==> src/rtl/mcf_pkg.sv <==
// Shared types and constants for the message chunk fragmenter.
// Used by mcf_front, mcf_queue, mcf_back and message_chunk_fragmenter_unit.
package mcf_pkg;

   // Sizes
   localparam int MAX_PACKET_BYTES = 512;
   localparam int MTU_W            = 10;
   localparam int CHUNK_W          = 9;
   localparam int LEN_W            = 16;
   localparam int QUEUE_DEPTH      = 4;
   localparam int QPTR_W           = $clog2(QUEUE_DEPTH);
   localparam int QCNT_W           = $clog2(QUEUE_DEPTH + 1);

   // Tag bytes
   localparam logic [7:0] TAG_FIRST  = 8'h00;
   localparam logic [7:0] TAG_MIDDLE = 8'h01;
   localparam logic [7:0] TAG_LAST   = 8'h80;

   // Framing constants
   localparam logic [MTU_W-1:0]   MIN_MTU       = MTU_W'(23);
   localparam logic [MTU_W-1:0]   MTU_OVERHEAD  = MTU_W'(4);
   localparam logic [MTU_W-1:0]   LIMIT_CEILING = MTU_W'(MAX_PACKET_BYTES - 1);
   localparam logic [CHUNK_W-1:0] HEADER_FILL   = CHUNK_W'(3);
   localparam logic [CHUNK_W-1:0] CHUNK_RESET   = CHUNK_W'(19);

   // Operation codes
   localparam logic OP_START   = 1'b0;
   localparam logic OP_PAYLOAD = 1'b1;

   // Work kinds handed from front to back
   typedef enum logic [1:0] {
      CMD_START,
      CMD_DATA,
      CMD_TAG_DATA
   } cmd_kind_type;

   typedef struct packed {
      logic             operation;
      logic [7:0]       type_byte;
      logic [LEN_W-1:0] payload_length;
      logic [7:0]       data_byte;
   } req_item_type;

   typedef struct packed {
      logic [7:0] out_byte;
      logic       packet_end;
      logic       message_end;
      logic       run_last;
   } rsp_item_type;

   typedef struct packed {
      cmd_kind_type     kind;
      logic [7:0]       tag_byte;
      logic [7:0]       first_byte;
      logic [LEN_W-1:0] length;
      logic             packet_end;
      logic             message_end;
   } cmd_type;

   typedef struct packed {
      logic full;
      logic empty;
   } queue_status_type;

endpackage

==> src/rtl/mcf_front.sv <==
// Front end: accepts items, keeps framing state, emits one work command per start
// item or open-message payload item. Holds the MTU register. Depends on mcf_pkg.
module mcf_front (
   input  logic                      clock,
   input  logic                      reset,
   input  logic                      req_valid,
   input  logic                      req_stall,
   input  mcf_pkg::req_item_type     req_data,
   input  logic                      csr_write,
   input  logic [mcf_pkg::MTU_W-1:0] csr_data,
   output logic                      push,
   output mcf_pkg::cmd_type          push_cmd
);
   import mcf_pkg::*;

   logic [MTU_W-1:0]   att_mtu_ff;
   logic               active_ff, active_in;
   logic [LEN_W-1:0]   left_ff, left_in;
   logic [CHUNK_W-1:0] fill_ff, fill_in;
   logic [CHUNK_W-1:0] limit_ff, limit_in;

   logic               accept;
   logic [MTU_W-1:0]   mtu_eff;
   logic [MTU_W-1:0]   lim_wide;
   logic [CHUNK_W-1:0] start_limit;
   logic               start_done;
   logic               need_tag;
   logic [CHUNK_W-1:0] fill_base;
   logic [CHUNK_W-1:0] fill_next;
   logic [LEN_W-1:0]   left_next;

   assign accept = req_valid && !req_stall;

   // packet size from the MTU register
   always_comb begin
      mtu_eff     = (att_mtu_ff < MIN_MTU) ? MIN_MTU : att_mtu_ff;
      lim_wide    = mtu_eff - MTU_OVERHEAD;
      start_limit = (lim_wide > LIMIT_CEILING) ? LIMIT_CEILING[CHUNK_W-1:0]
                                               : lim_wide[CHUNK_W-1:0];
   end

   // classify the item and work out the next framing state
   always_comb begin
      start_done = (req_data.payload_length == '0);
      need_tag   = (fill_ff >= limit_ff);
      fill_base  = need_tag ? '0 : fill_ff;
      fill_next  = fill_base + CHUNK_W'(1);
      left_next  = left_ff - LEN_W'(1);

      active_in  = active_ff;
      left_in    = left_ff;
      fill_in    = fill_ff;
      limit_in   = limit_ff;
      push       = 1'b0;

      push_cmd.kind        = CMD_START;
      push_cmd.tag_byte    = TAG_FIRST;
      push_cmd.first_byte  = req_data.type_byte;
      push_cmd.length      = req_data.payload_length;
      push_cmd.packet_end  = start_done || (HEADER_FILL >= start_limit);
      push_cmd.message_end = start_done;

      if (accept) begin
         unique case (req_data.operation)
            OP_START: begin
               push      = 1'b1;
               limit_in  = start_limit;
               fill_in   = HEADER_FILL;
               left_in   = req_data.payload_length;
               active_in = !start_done;
            end
            OP_PAYLOAD: begin
               if (!active_ff || left_ff == '0) begin
                  active_in = 1'b0;
               end else begin
                  push                 = 1'b1;
                  push_cmd.kind        = need_tag ? CMD_TAG_DATA : CMD_DATA;
                  push_cmd.tag_byte    = (left_ff <= LEN_W'(limit_ff)) ? TAG_LAST
                                                                      : TAG_MIDDLE;
                  push_cmd.first_byte  = req_data.data_byte;
                  push_cmd.message_end = (left_next == '0);
                  push_cmd.packet_end  = (left_next == '0) || (fill_next >= limit_ff);
                  fill_in              = fill_next;
                  left_in              = left_next;
                  if (left_next == '0) begin
                     active_in = 1'b0;
                  end
               end
            end
            default: begin
               push = 1'b0;
            end
         endcase
      end
   end

   // state registers
   always_ff @(posedge clock) begin
      if (reset) begin
         att_mtu_ff <= MIN_MTU;
         active_ff  <= 1'b0;
         left_ff    <= '0;
         fill_ff    <= '0;
         limit_ff   <= CHUNK_RESET;
      end else begin
         if (csr_write) begin
            att_mtu_ff <= csr_data;
         end
         active_ff <= active_in;
         left_ff   <= left_in;
         fill_ff   <= fill_in;
         limit_ff  <= limit_in;
      end
   end

   // an open message always has bytes still to come
   a_active_left: assert property (@(posedge clock) disable iff (reset)
      active_ff |-> left_ff != '0)
      else $error("active message with no bytes left");

   // the latched packet limit never falls below the limit for the minimum MTU
   a_limit_min: assert property (@(posedge clock) disable iff (reset)
      limit_ff >= CHUNK_RESET)
      else $error("packet limit below minimum");

   // fill never passes the packet limit while a message is open
   a_fill_bound: assert property (@(posedge clock) disable iff (reset)
      active_ff |-> fill_ff <= limit_ff)
      else $error("packet fill above limit");

endmodule

==> src/rtl/mcf_queue.sv <==
// Short command queue between the front and back ends.
// Depends on mcf_pkg.
module mcf_queue (
   input  logic                      clock,
   input  logic                      reset,
   input  logic                      push,
   input  mcf_pkg::cmd_type          push_cmd,
   input  logic                      pop,
   output mcf_pkg::cmd_type          head_cmd,
   output mcf_pkg::queue_status_type status
);
   import mcf_pkg::*;

   cmd_type            slot_ff [QUEUE_DEPTH];
   logic [QPTR_W-1:0]  wr_ptr_ff, rd_ptr_ff;
   logic [QCNT_W-1:0]  count_ff, count_in;
   logic               do_push, do_pop;

   assign status.full  = (count_ff == QCNT_W'(QUEUE_DEPTH));
   assign status.empty = (count_ff == '0);
   assign do_push      = push && !status.full;
   assign do_pop       = pop && !status.empty;
   assign head_cmd     = slot_ff[rd_ptr_ff];

   // occupancy
   always_comb begin
      count_in = count_ff;
      if (do_push && !do_pop) begin
         count_in = count_ff + QCNT_W'(1);
      end else if (do_pop && !do_push) begin
         count_in = count_ff - QCNT_W'(1);
      end
   end

   // pointers
   always_ff @(posedge clock) begin
      if (reset) begin
         wr_ptr_ff <= '0;
         rd_ptr_ff <= '0;
         count_ff  <= '0;
      end else begin
         count_ff <= count_in;
         if (do_push) begin
            wr_ptr_ff <= (wr_ptr_ff == QPTR_W'(QUEUE_DEPTH - 1)) ? '0
                                                               : wr_ptr_ff + QPTR_W'(1);
         end
         if (do_pop) begin
            rd_ptr_ff <= (rd_ptr_ff == QPTR_W'(QUEUE_DEPTH - 1)) ? '0
                                                               : rd_ptr_ff + QPTR_W'(1);
         end
      end
   end

   // storage
   always_ff @(posedge clock) begin
      if (do_push) begin
         slot_ff[wr_ptr_ff] <= push_cmd;
      end
   end

endmodule

==> src/rtl/mcf_back.sv <==
// Back end: expands each queued command into output bytes, one per cycle
// unless stalled, into a registered result stage. Depends on mcf_pkg.
module mcf_back (
   input  logic                      clock,
   input  logic                      reset,
   input  mcf_pkg::cmd_type          head_cmd,
   input  mcf_pkg::queue_status_type status,
   output logic                      pop,
   output logic                      rsp_valid,
   input  logic                      rsp_stall,
   output mcf_pkg::rsp_item_type     rsp_data
);
   import mcf_pkg::*;

   logic [1:0]   idx_ff, idx_in;
   logic         valid_ff, valid_in;
   rsp_item_type data_ff, data_in;
   rsp_item_type cur;
   logic         slot_free;
   logic         load;

   assign slot_free = !valid_ff || !rsp_stall;
   assign load      = slot_free && !status.empty;
   assign rsp_valid = valid_ff;
   assign rsp_data  = data_ff;

   // pick the byte for the current step of the head command
   always_comb begin
      cur.out_byte    = head_cmd.first_byte;
      cur.packet_end  = 1'b0;
      cur.message_end = 1'b0;
      cur.run_last    = 1'b0;
      unique case (head_cmd.kind)
         CMD_START: begin
            unique case (idx_ff)
               2'd0:    cur.out_byte = TAG_FIRST;
               2'd1:    cur.out_byte = head_cmd.first_byte;
               2'd2:    cur.out_byte = head_cmd.length[7:0];
               default: begin
                  cur.out_byte    = head_cmd.length[15:8];
                  cur.packet_end  = head_cmd.packet_end;
                  cur.message_end = head_cmd.message_end;
                  cur.run_last    = 1'b1;
               end
            endcase
         end
         CMD_TAG_DATA: begin
            if (idx_ff == 2'd0) begin
               cur.out_byte = head_cmd.tag_byte;
            end else begin
               cur.packet_end  = head_cmd.packet_end;
               cur.message_end = head_cmd.message_end;
               cur.run_last    = 1'b1;
            end
         end
         default: begin
            cur.packet_end  = head_cmd.packet_end;
            cur.message_end = head_cmd.message_end;
            cur.run_last    = 1'b1;
         end
      endcase
   end

   // step control and output stage
   always_comb begin
      idx_in   = idx_ff;
      valid_in = valid_ff;
      data_in  = data_ff;
      pop      = 1'b0;
      if (load) begin
         valid_in = 1'b1;
         data_in  = cur;
         if (cur.run_last) begin
            pop    = 1'b1;
            idx_in = '0;
         end else begin
            idx_in = idx_ff + 2'd1;
         end
      end else if (slot_free) begin
         valid_in = 1'b0;
      end
   end

   always_ff @(posedge clock) begin
      if (reset) begin
         idx_ff   <= '0;
         valid_ff <= 1'b0;
      end else begin
         idx_ff   <= idx_in;
         valid_ff <= valid_in;
      end
   end

   always_ff @(posedge clock) begin
      data_ff <= data_in;
   end

   // a message end always closes the packet and the item's run
   a_mend_closes: assert property (@(posedge clock) disable iff (reset)
      (valid_ff && data_ff.message_end) |-> (data_ff.packet_end && data_ff.run_last))
      else $error("message end without packet end or run end");

   // mid-command steps only happen with a command at the queue head
   a_mid_has_head: assert property (@(posedge clock) disable iff (reset)
      (idx_ff != 2'd0) |-> !status.empty)
      else $error("step count set with empty queue");

   // finishing a command returns the step count to zero
   a_last_resets: assert property (@(posedge clock) disable iff (reset)
      (load && cur.run_last) |=> (idx_ff == 2'd0))
      else $error("step count not cleared after last byte");

endmodule

==> src/rtl/message_chunk_fragmenter_unit.sv <==
// Top level of the message chunk fragmenter: front end, command queue, back end.
// Depends on mcf_pkg, mcf_front, mcf_queue and mcf_back.
//
//   channel | direction | handshake              | payload
//   req     | in        | req_valid / req_stall  | req_data  (req_item_type)
//   rsp     | out       | rsp_valid / rsp_stall  | rsp_data  (rsp_item_type)
//   csr     | in        | csr_valid / csr_ready  | csr_data  (att_mtu, 10 bits)
//
// The front takes one item per cycle while the 4-entry command queue has room.
// The back emits one byte per cycle from the registered output stage unless stalled:
// a start item gives 4 bytes, an open message's payload item 1 or 2, so throughput is
// set by the back's byte rate. An item goes into the queue, then into the output stage.
// Reset is synchronous: queue emptied, no message open, MTU 23, packet limit 19.
// rsp_stall holds the output stage; the queue fills and then req_stall rises.
module message_chunk_fragmenter_unit (
   input  logic                      clock,
   input  logic                      reset,
   input  logic                      req_valid,
   output logic                      req_stall,
   input  mcf_pkg::req_item_type     req_data,
   output logic                      rsp_valid,
   input  logic                      rsp_stall,
   output mcf_pkg::rsp_item_type     rsp_data,
   input  logic                      csr_valid,
   output logic                      csr_ready,
   input  logic [mcf_pkg::MTU_W-1:0] csr_data
);
   import mcf_pkg::*;

   logic             push;
   cmd_type          push_cmd;
   logic             pop;
   cmd_type          head_cmd;
   queue_status_type status;

   assign csr_ready = 1'b1;
   assign req_stall = status.full;

   // item intake and framing state
   mcf_front u_front (
      .clock     (clock),
      .reset     (reset),
      .req_valid (req_valid),
      .req_stall (req_stall),
      .req_data  (req_data),
      .csr_write (csr_valid && csr_ready),
      .csr_data  (csr_data),
      .push      (push),
      .push_cmd  (push_cmd)
   );

   // decoupling queue
   mcf_queue u_queue (
      .clock    (clock),
      .reset    (reset),
      .push     (push),
      .push_cmd (push_cmd),
      .pop      (pop),
      .head_cmd (head_cmd),
      .status   (status)
   );

   // byte emission
   mcf_back u_back (
      .clock     (clock),
      .reset     (reset),
      .head_cmd  (head_cmd),
      .status    (status),
      .pop       (pop),
      .rsp_valid (rsp_valid),
      .rsp_stall (rsp_stall),
      .rsp_data  (rsp_data)
   );

endmodule
==> config.mk <==
export PLATFORM = sky130hd
export DESIGN_NAME = message_chunk_fragmenter_unit
export DESIGN_NICKNAME = d
export VERILOG_FILES = /design/src/rtl/mcf_pkg.sv /design/src/rtl/mcf_front.sv /design/src/rtl/mcf_queue.sv /design/src/rtl/mcf_back.sv /design/src/rtl/message_chunk_fragmenter_unit.sv
export SDC_FILE = /design/constraint.sdc
export NUM_CORES = 1
export LEC_CHECK = 0
export BUFFER_PORTS_ARGS = -buffer_cell sky130_fd_sc_hd__buf_2
export CORE_MARGIN = 2
export CORE_UTILIZATION = 55
export DETAILED_ROUTE_END_ITERATION = 8
export HOLD_SLACK_MARGIN = 0.06
export PLACE_DENSITY = 0.76
export SETUP_SLACK_MARGIN = 0.4
export SYNTH_ARGS = -nofsm -noshare
export SYNTH_HDL_FRONTEND = slang
export SYNTH_HIERARCHICAL = 1
export SYNTH_SLANG_ARGS = --single-unit
==> constraint.sdc <==
create_clock -name clock -period 4.55 [get_ports clock]
set_clock_uncertainty 0.2 [all_clocks]
set_input_delay 0.455 -clock clock [delete_from_list [all_inputs] [get_ports clock]]
set_output_delay 0.455 -clock clock [all_outputs]
set_load 0.1 [all_outputs]
; After elaboration in Yosys (flattened, before gate mapping)
; Memory sizes are Yosys's and may differ from the RTL's. A register that Yosys moved wholly into a read port is not among the register bits.
; Index checks and enable logic that the tools add are counted.
[word_totals]
register_bits = 66
latch_bits = 0
ramBits = 144
romBits = 0
inputBits = 48
mem_count = 1
[memory_table]
columns = name, words, width, rd, rd_ports_with_merged_regs, write_ports, line_no
row1 = u_queue.slot_ff, 4, 36, 1, 1, 1, mcf_queue.sv:14  ; cmd_type slot_ff [QUEUE_DEPTH];
[classes]
add_sub_neg = 8
n_mul = 0
div = 0
magnitude_cmp = 6
eq_ne = 8
shifts = 0
n_mux = 40
bitwise_logic = 1
n_reduce_logical = 30
[op_table]
columns = operator, n
row1 = $mux 18, 3
row2 = $logic_not 16->1, 3
row3 = $pmux 16 s2, 1
row4 = $mux 9, 3
row5 = $pmux 8 s3, 1
row6 = $ge 9x9->1, 2
row7 = $mux 2, 9
row8 = $pmux 9 s2, 1
row9 = $le 16x9->1, 1
row10 = $mux 16, 1
row11 = $mux 8, 2
row12 = $pmux 8 s2, 1
row13 = $sub 16x1->16 const B, 1
row14 = $mux 3, 4
row15 = $gt 10x9->1 const B, 1
row16 = $lt 10x5->1 const B, 1
row17 = $mux 1, 10
row18 = $mux 10, 1
row19 = $sub 10x3->10 const B, 1
row20 = $add 9x1->9 const B, 1
row21 = $ge 2x9->1 const A, 1
row22 = $eq 2x2->1 const B, 4
row23 = $logic_not 1->1, 8
row24 = $add 2x1->2 const B, 3
row25 = other kinds (16), 29

; Depth between registers and ports, before layout
[logic_depth]
depth_word = 10
mapped_depth = 18
ltp_nobuf = 17

; Cells and area by module
; Netlist, hierarchy kept.
[modules_own_cells]
columns = module, n_inst, cells_per_inst, area_per_inst_um2, seq_area_each_um2
row1 = mcf_queue, 1, 238, 5699.2, 4504.3
row2 = mcf_front, 1, 490, 3742.3, 900.9
row3 = mcf_back, 1, 73, 864.6, 390.4
row4 = message_chunk_fragmenter_unit, 1, 2, 11.3, 0.0

; Least setup slack after synthesis
; Ideal clock, no wire load.
[synth_timing]
path_kind = register to register
start = register u_front.fill_ff[0]
end = memory u_queue/slot_ff[0][1] in the netlist's numbering (data pin)
arrival_time_ns = 3.746
slack_ns = 0.316
path_stages_with_launch = 19
n_path_buf = 1
cell_sequence = dfxtp_1 -> inv_1 -> ha_1 -> nand2b_1 -> a21o_1 -> a21o_1 -> a21oi_1 -> clkbuf_1 -> and2_1 -> ha_1 -> nand3_1 -> xnor2_1 -> and2_1 -> ha_1 -> a21o_1 -> a2111oi_0 -> o21ai_0 -> a31oi_1 -> a31oi_2
[synth_rtl]
columns = item, line_no
row1 = start: declaration, mcf_front.sv:19  ; logic [CHUNK_W-1:0] fill_ff, fill_in;
row2 = start signal: assignment, mcf_front.sv:111  ; fill_ff <= fill_in;
row3 = end: declaration, mcf_queue.sv:14

==> reports/qor.txt <==
CP Max Fanout = 6
Final Cell Area = 0.0117 mm²
initial antenna violation count = 0
Post-synth EDFFs = 155
layout cells sized above 1 = 0.219
Clk Tree Root Cell = clkbuf_16
fin util = 0.631
adder-cell share of the synthesized area = 0.0541
vias in the first global route = 6,690
R2R setup slack = 0.59 ns
H-tree depth = 1
Pins Over Slew Limit = 0
clock tree buffer depth = 3
row count = 50
VDD IR max = 311 µV
Post-Synth Simple-Gate Area = 0.120
CTS tree = done
clock-pin transition on the worst setup and hold timing paths = 0.06 ns
DRT iter0 DRCs = 454
period utilisation layout = 0.870
DP HPWL = 14,800 µm
Worst Hold Launch = req_data[19]
post-synthesis xor/xnor area fraction = 0.0153
critical path's most frequent cell = a21o_1
Cell Chain, Critical Path = inv_1 -> ha_1 -> nand2b_1 -> a21o_1 -> a21o_1 -> a21oi_2 -> and2_4 -> ha_4 -> nand3_2 -> xnor2_2 -> and2_1 -> ha_1 -> a21o_1 -> a2111oi_2 -> o21ai_1 -> a31oi_1 -> a31oi_2
Fin. Hold Viols = 0
first-pass GRT wire length = 36,100 µm
mux cell area share after synthesis = 0.0894
drt wl/cell = 20.4 µm
CP peak stage delay = 0.37 ns
final total power = 6.31 mW
Layout Nets = 961
most frequent cells in the layout = edfxtp_1, nand2_1, buf_2
Placer Congestion = 0.891
Hold WS = 0.0881 ns
worst slack at placement = 0.393 ns
CP top delay family = compound AO/OA/AOI/OAI gates
via count = 6,732
Mapped Cells = 803
Synth async-reset ratio = 0
Setup WS post-layout = 0.591 ns
critical path arrival = 3.94 ns
CP Buf/Inv Count = 1
Synth Flop Type = edfxtp_1
relative slew slack = 0.326
total clock sinks = 212
Netlist Area Pre-Place = 0.0103 mm²
Die H = 141 µm
Cell Area, Placed = 0.0107 mm²
RSZ-0062 raised after global routing = no
final cell count without fillers = 1,119
min Tclk post-route = 3.96 ns
First-pass DRT Iterations = 5
Core ar. = 0.0186 mm²
RR Startpoint = u_front/fill_ff[0]
Synth Area per Inst = 12.8 µm²
hold depth = 1
Area growth, synth to finish = 13.7%
status = finished clean
vias per cell = 6.02
Critical Path Sink Type = flop
main combinational cell family by area after synthesis = simple AND/OR/NAND/NOR gates
I/O pin cnt = 62
total routed wirelength = 22,900 µm
largest net degree at the start of global routing = 47
port bufs = 60
max cap viols = 0
Die Span X = 141 µm
Seq/Total Area, Yosys = 0.562
Hold Path Class = in -> reg
Worst setup SP type = flop
n_diodes = 0
Cell variety after synth = 84
GR Overflow Total = 0
Yosys reg bits = 212
antenna viol nets, final = 0
reg2reg path depth = 17
f_max = 253 MHz
worst skew pair latency = 0.50 ns
DRC errors left = 0
crit path kind = reg -> reg
WHS Endpoint = u_queue/slot_ff[2][13]
RR Endpoint = u_queue/slot_ff[3][1]
Leak = 4.26 nW
gr usage total = 0.232
yosys warns = 6
slew at the pin closest to its max-slew limit = 1.01 ns
commonest non-fill, non-tap cell in the layout = edfxtp_1
area fraction in compound gates after synthesis = 0.111
# setup viols final = 0
CP max stage cell = dfxtp_4
Setup TNS = 0 ns
CP Data Required Time = 4.53 ns
die area = 0.0199 mm²
Num CTS Buffers = 22
pwr/cell area = 538 mW/mm²
Cells after DPL = 1,053
starting density of the core = 0.555
## Yosys cell counts (4+ instances only)
cell,number,area share
a211o_1,4,0.0034
a211oi_1,7,0.0051
a21o_1,8,0.0058
a21oi_1,40,0.019
a22oi_1,9,0.0065
a2bb2oi_1,8,0.0068
a31oi_1,5,0.0030
a32oi_1,4,0.0034
and2_1,10,0.0061
and3_1,7,0.0042
buf_2,7,0.0034
buf_4,27,0.020
buf_6,5,0.0055
clkbuf_1,19,0.0069
dfxtp_1,57,0.11
edfxtp_1,155,0.45
ha_1,43,0.052
inv_1,22,0.0080
mux2i_1,10,0.0097
mux4_2,36,0.079
nand2_1,68,0.025
nand2b_1,11,0.0067
nand3_1,8,0.0039
nor2_1,47,0.017
nor2b_1,17,0.010
nor3_1,19,0.0092
nor4_1,7,0.0042
nor4b_1,4,0.0034
o211ai_1,7,0.0051
o21a_1,5,0.0036
o21ai_0,13,0.0063
o21ai_1,11,0.0053
o221a_2,7,0.0076
o32ai_1,7,0.0059
or3_1,4,0.0024
xnor2_1,10,0.0085
xor2_1,8,0.0068
## cell families (layout without fill, tap and decap cells)
logic type	Yosys count	in the layout
other cells	2	7
flops	212	212
simple gates	233	233
xor+xnor	18	18
compound gates	161	161
fa+ha+maj	44	44
mux	47	47
buf+inv	86	163
## worst reg2reg max path: stages, from the launching register on
cell       delay (ns)
dfxtp_4          0.37
inv_1            0.04
ha_1             0.28
nand2b_1         0.14
a21o_1           0.18
a21o_1           0.17
a21oi_2          0.20
and2_4           0.19
ha_4             0.15
nand3_2          0.12
xnor2_2          0.17
and2_1           0.16
ha_1             0.29
a21o_1           0.18
a2111oi_2        0.36
o21ai_1          0.12
a31oi_1          0.18
a31oi_2          0.14
## report_power, final
group	switching, mW	total [mW]	internal [mW]
registers	0.132	2.48	2.35
logic	1.27	1.92	0.653
clock network	0.746	1.91	1.16
## layout make-up
| type | instances | area [µm²] |
|---|---|---|
| Fill cell | 1399 | 6850 |
| Sequential cell | 212 | 5800 |
| Multi-Input combinational cell | 510 | 4100 |
| Timing Repair Buffer | 98 | 648 |
| Clock buffer | 29 | 638 |
| Tap cell | 234 | 293 |
| Clock inverter | 11 | 140 |
| Inverter | 25 | 113 |
## routing by layer
layer  global-route usage  vias up  part of all wire
met5                    0        -                 0
met4               0.0611        0             0.020
met3               0.0435       39             0.063
met2                0.390      217              0.49
met1                0.316     3306              0.43
li1                     -     3170                 -
## worst max path at each step
| stage | from | end | slack (ns) | depth (start not counted) |
|---|---|---|---|---|
| after global placement | u_front/fill_ff[0] | u_queue/slot_ff[2][1] | 0.51 | 17 |
| after CTS | u_front/fill_ff[0] | u_queue/slot_ff[1][1] | 0.43 | 17 |
| after global routing | u_front/limit_ff[4] | u_queue/slot_ff[1][1] | 0.37 | 17 |
| after detailed placement | u_front/fill_ff[0] | u_queue/slot_ff[1][1] | 0.39 | 17 |
| after floorplan | u_front/fill_ff[0] | u_queue/slot_ff[0][1] | 0.40 | 18 |
| final | u_front/fill_ff[0] | u_queue/slot_ff[3][1] | 0.59 | 17 |
## state kept, by name, summed over array words and instances (netlist names), named ones only
name and cells:
u_queue/slot_ff 144, u_front/left_ff 16, u_back/rsp_data 11, u_front/att_mtu_ff 10
u_front/fill_ff 9, u_front/limit_ff 9, u_queue/count_ff 3, u_back/idx_ff 2
u_queue/rd_ptr_ff 2, u_queue/wr_ptr_ff 2, u_back/rsp_valid 1, u_front/active_ff 1
## repair_timing
action,in CTS,in global routing
endpoints found under the hold margin,67,0
buffers inserted,0,1
hold buffers,25,0
gates resized for setup,1,11
endpoints found under the setup margin,4,4
pin swaps,0,5
Note: power is estimated with default switching activity, not from simulation.
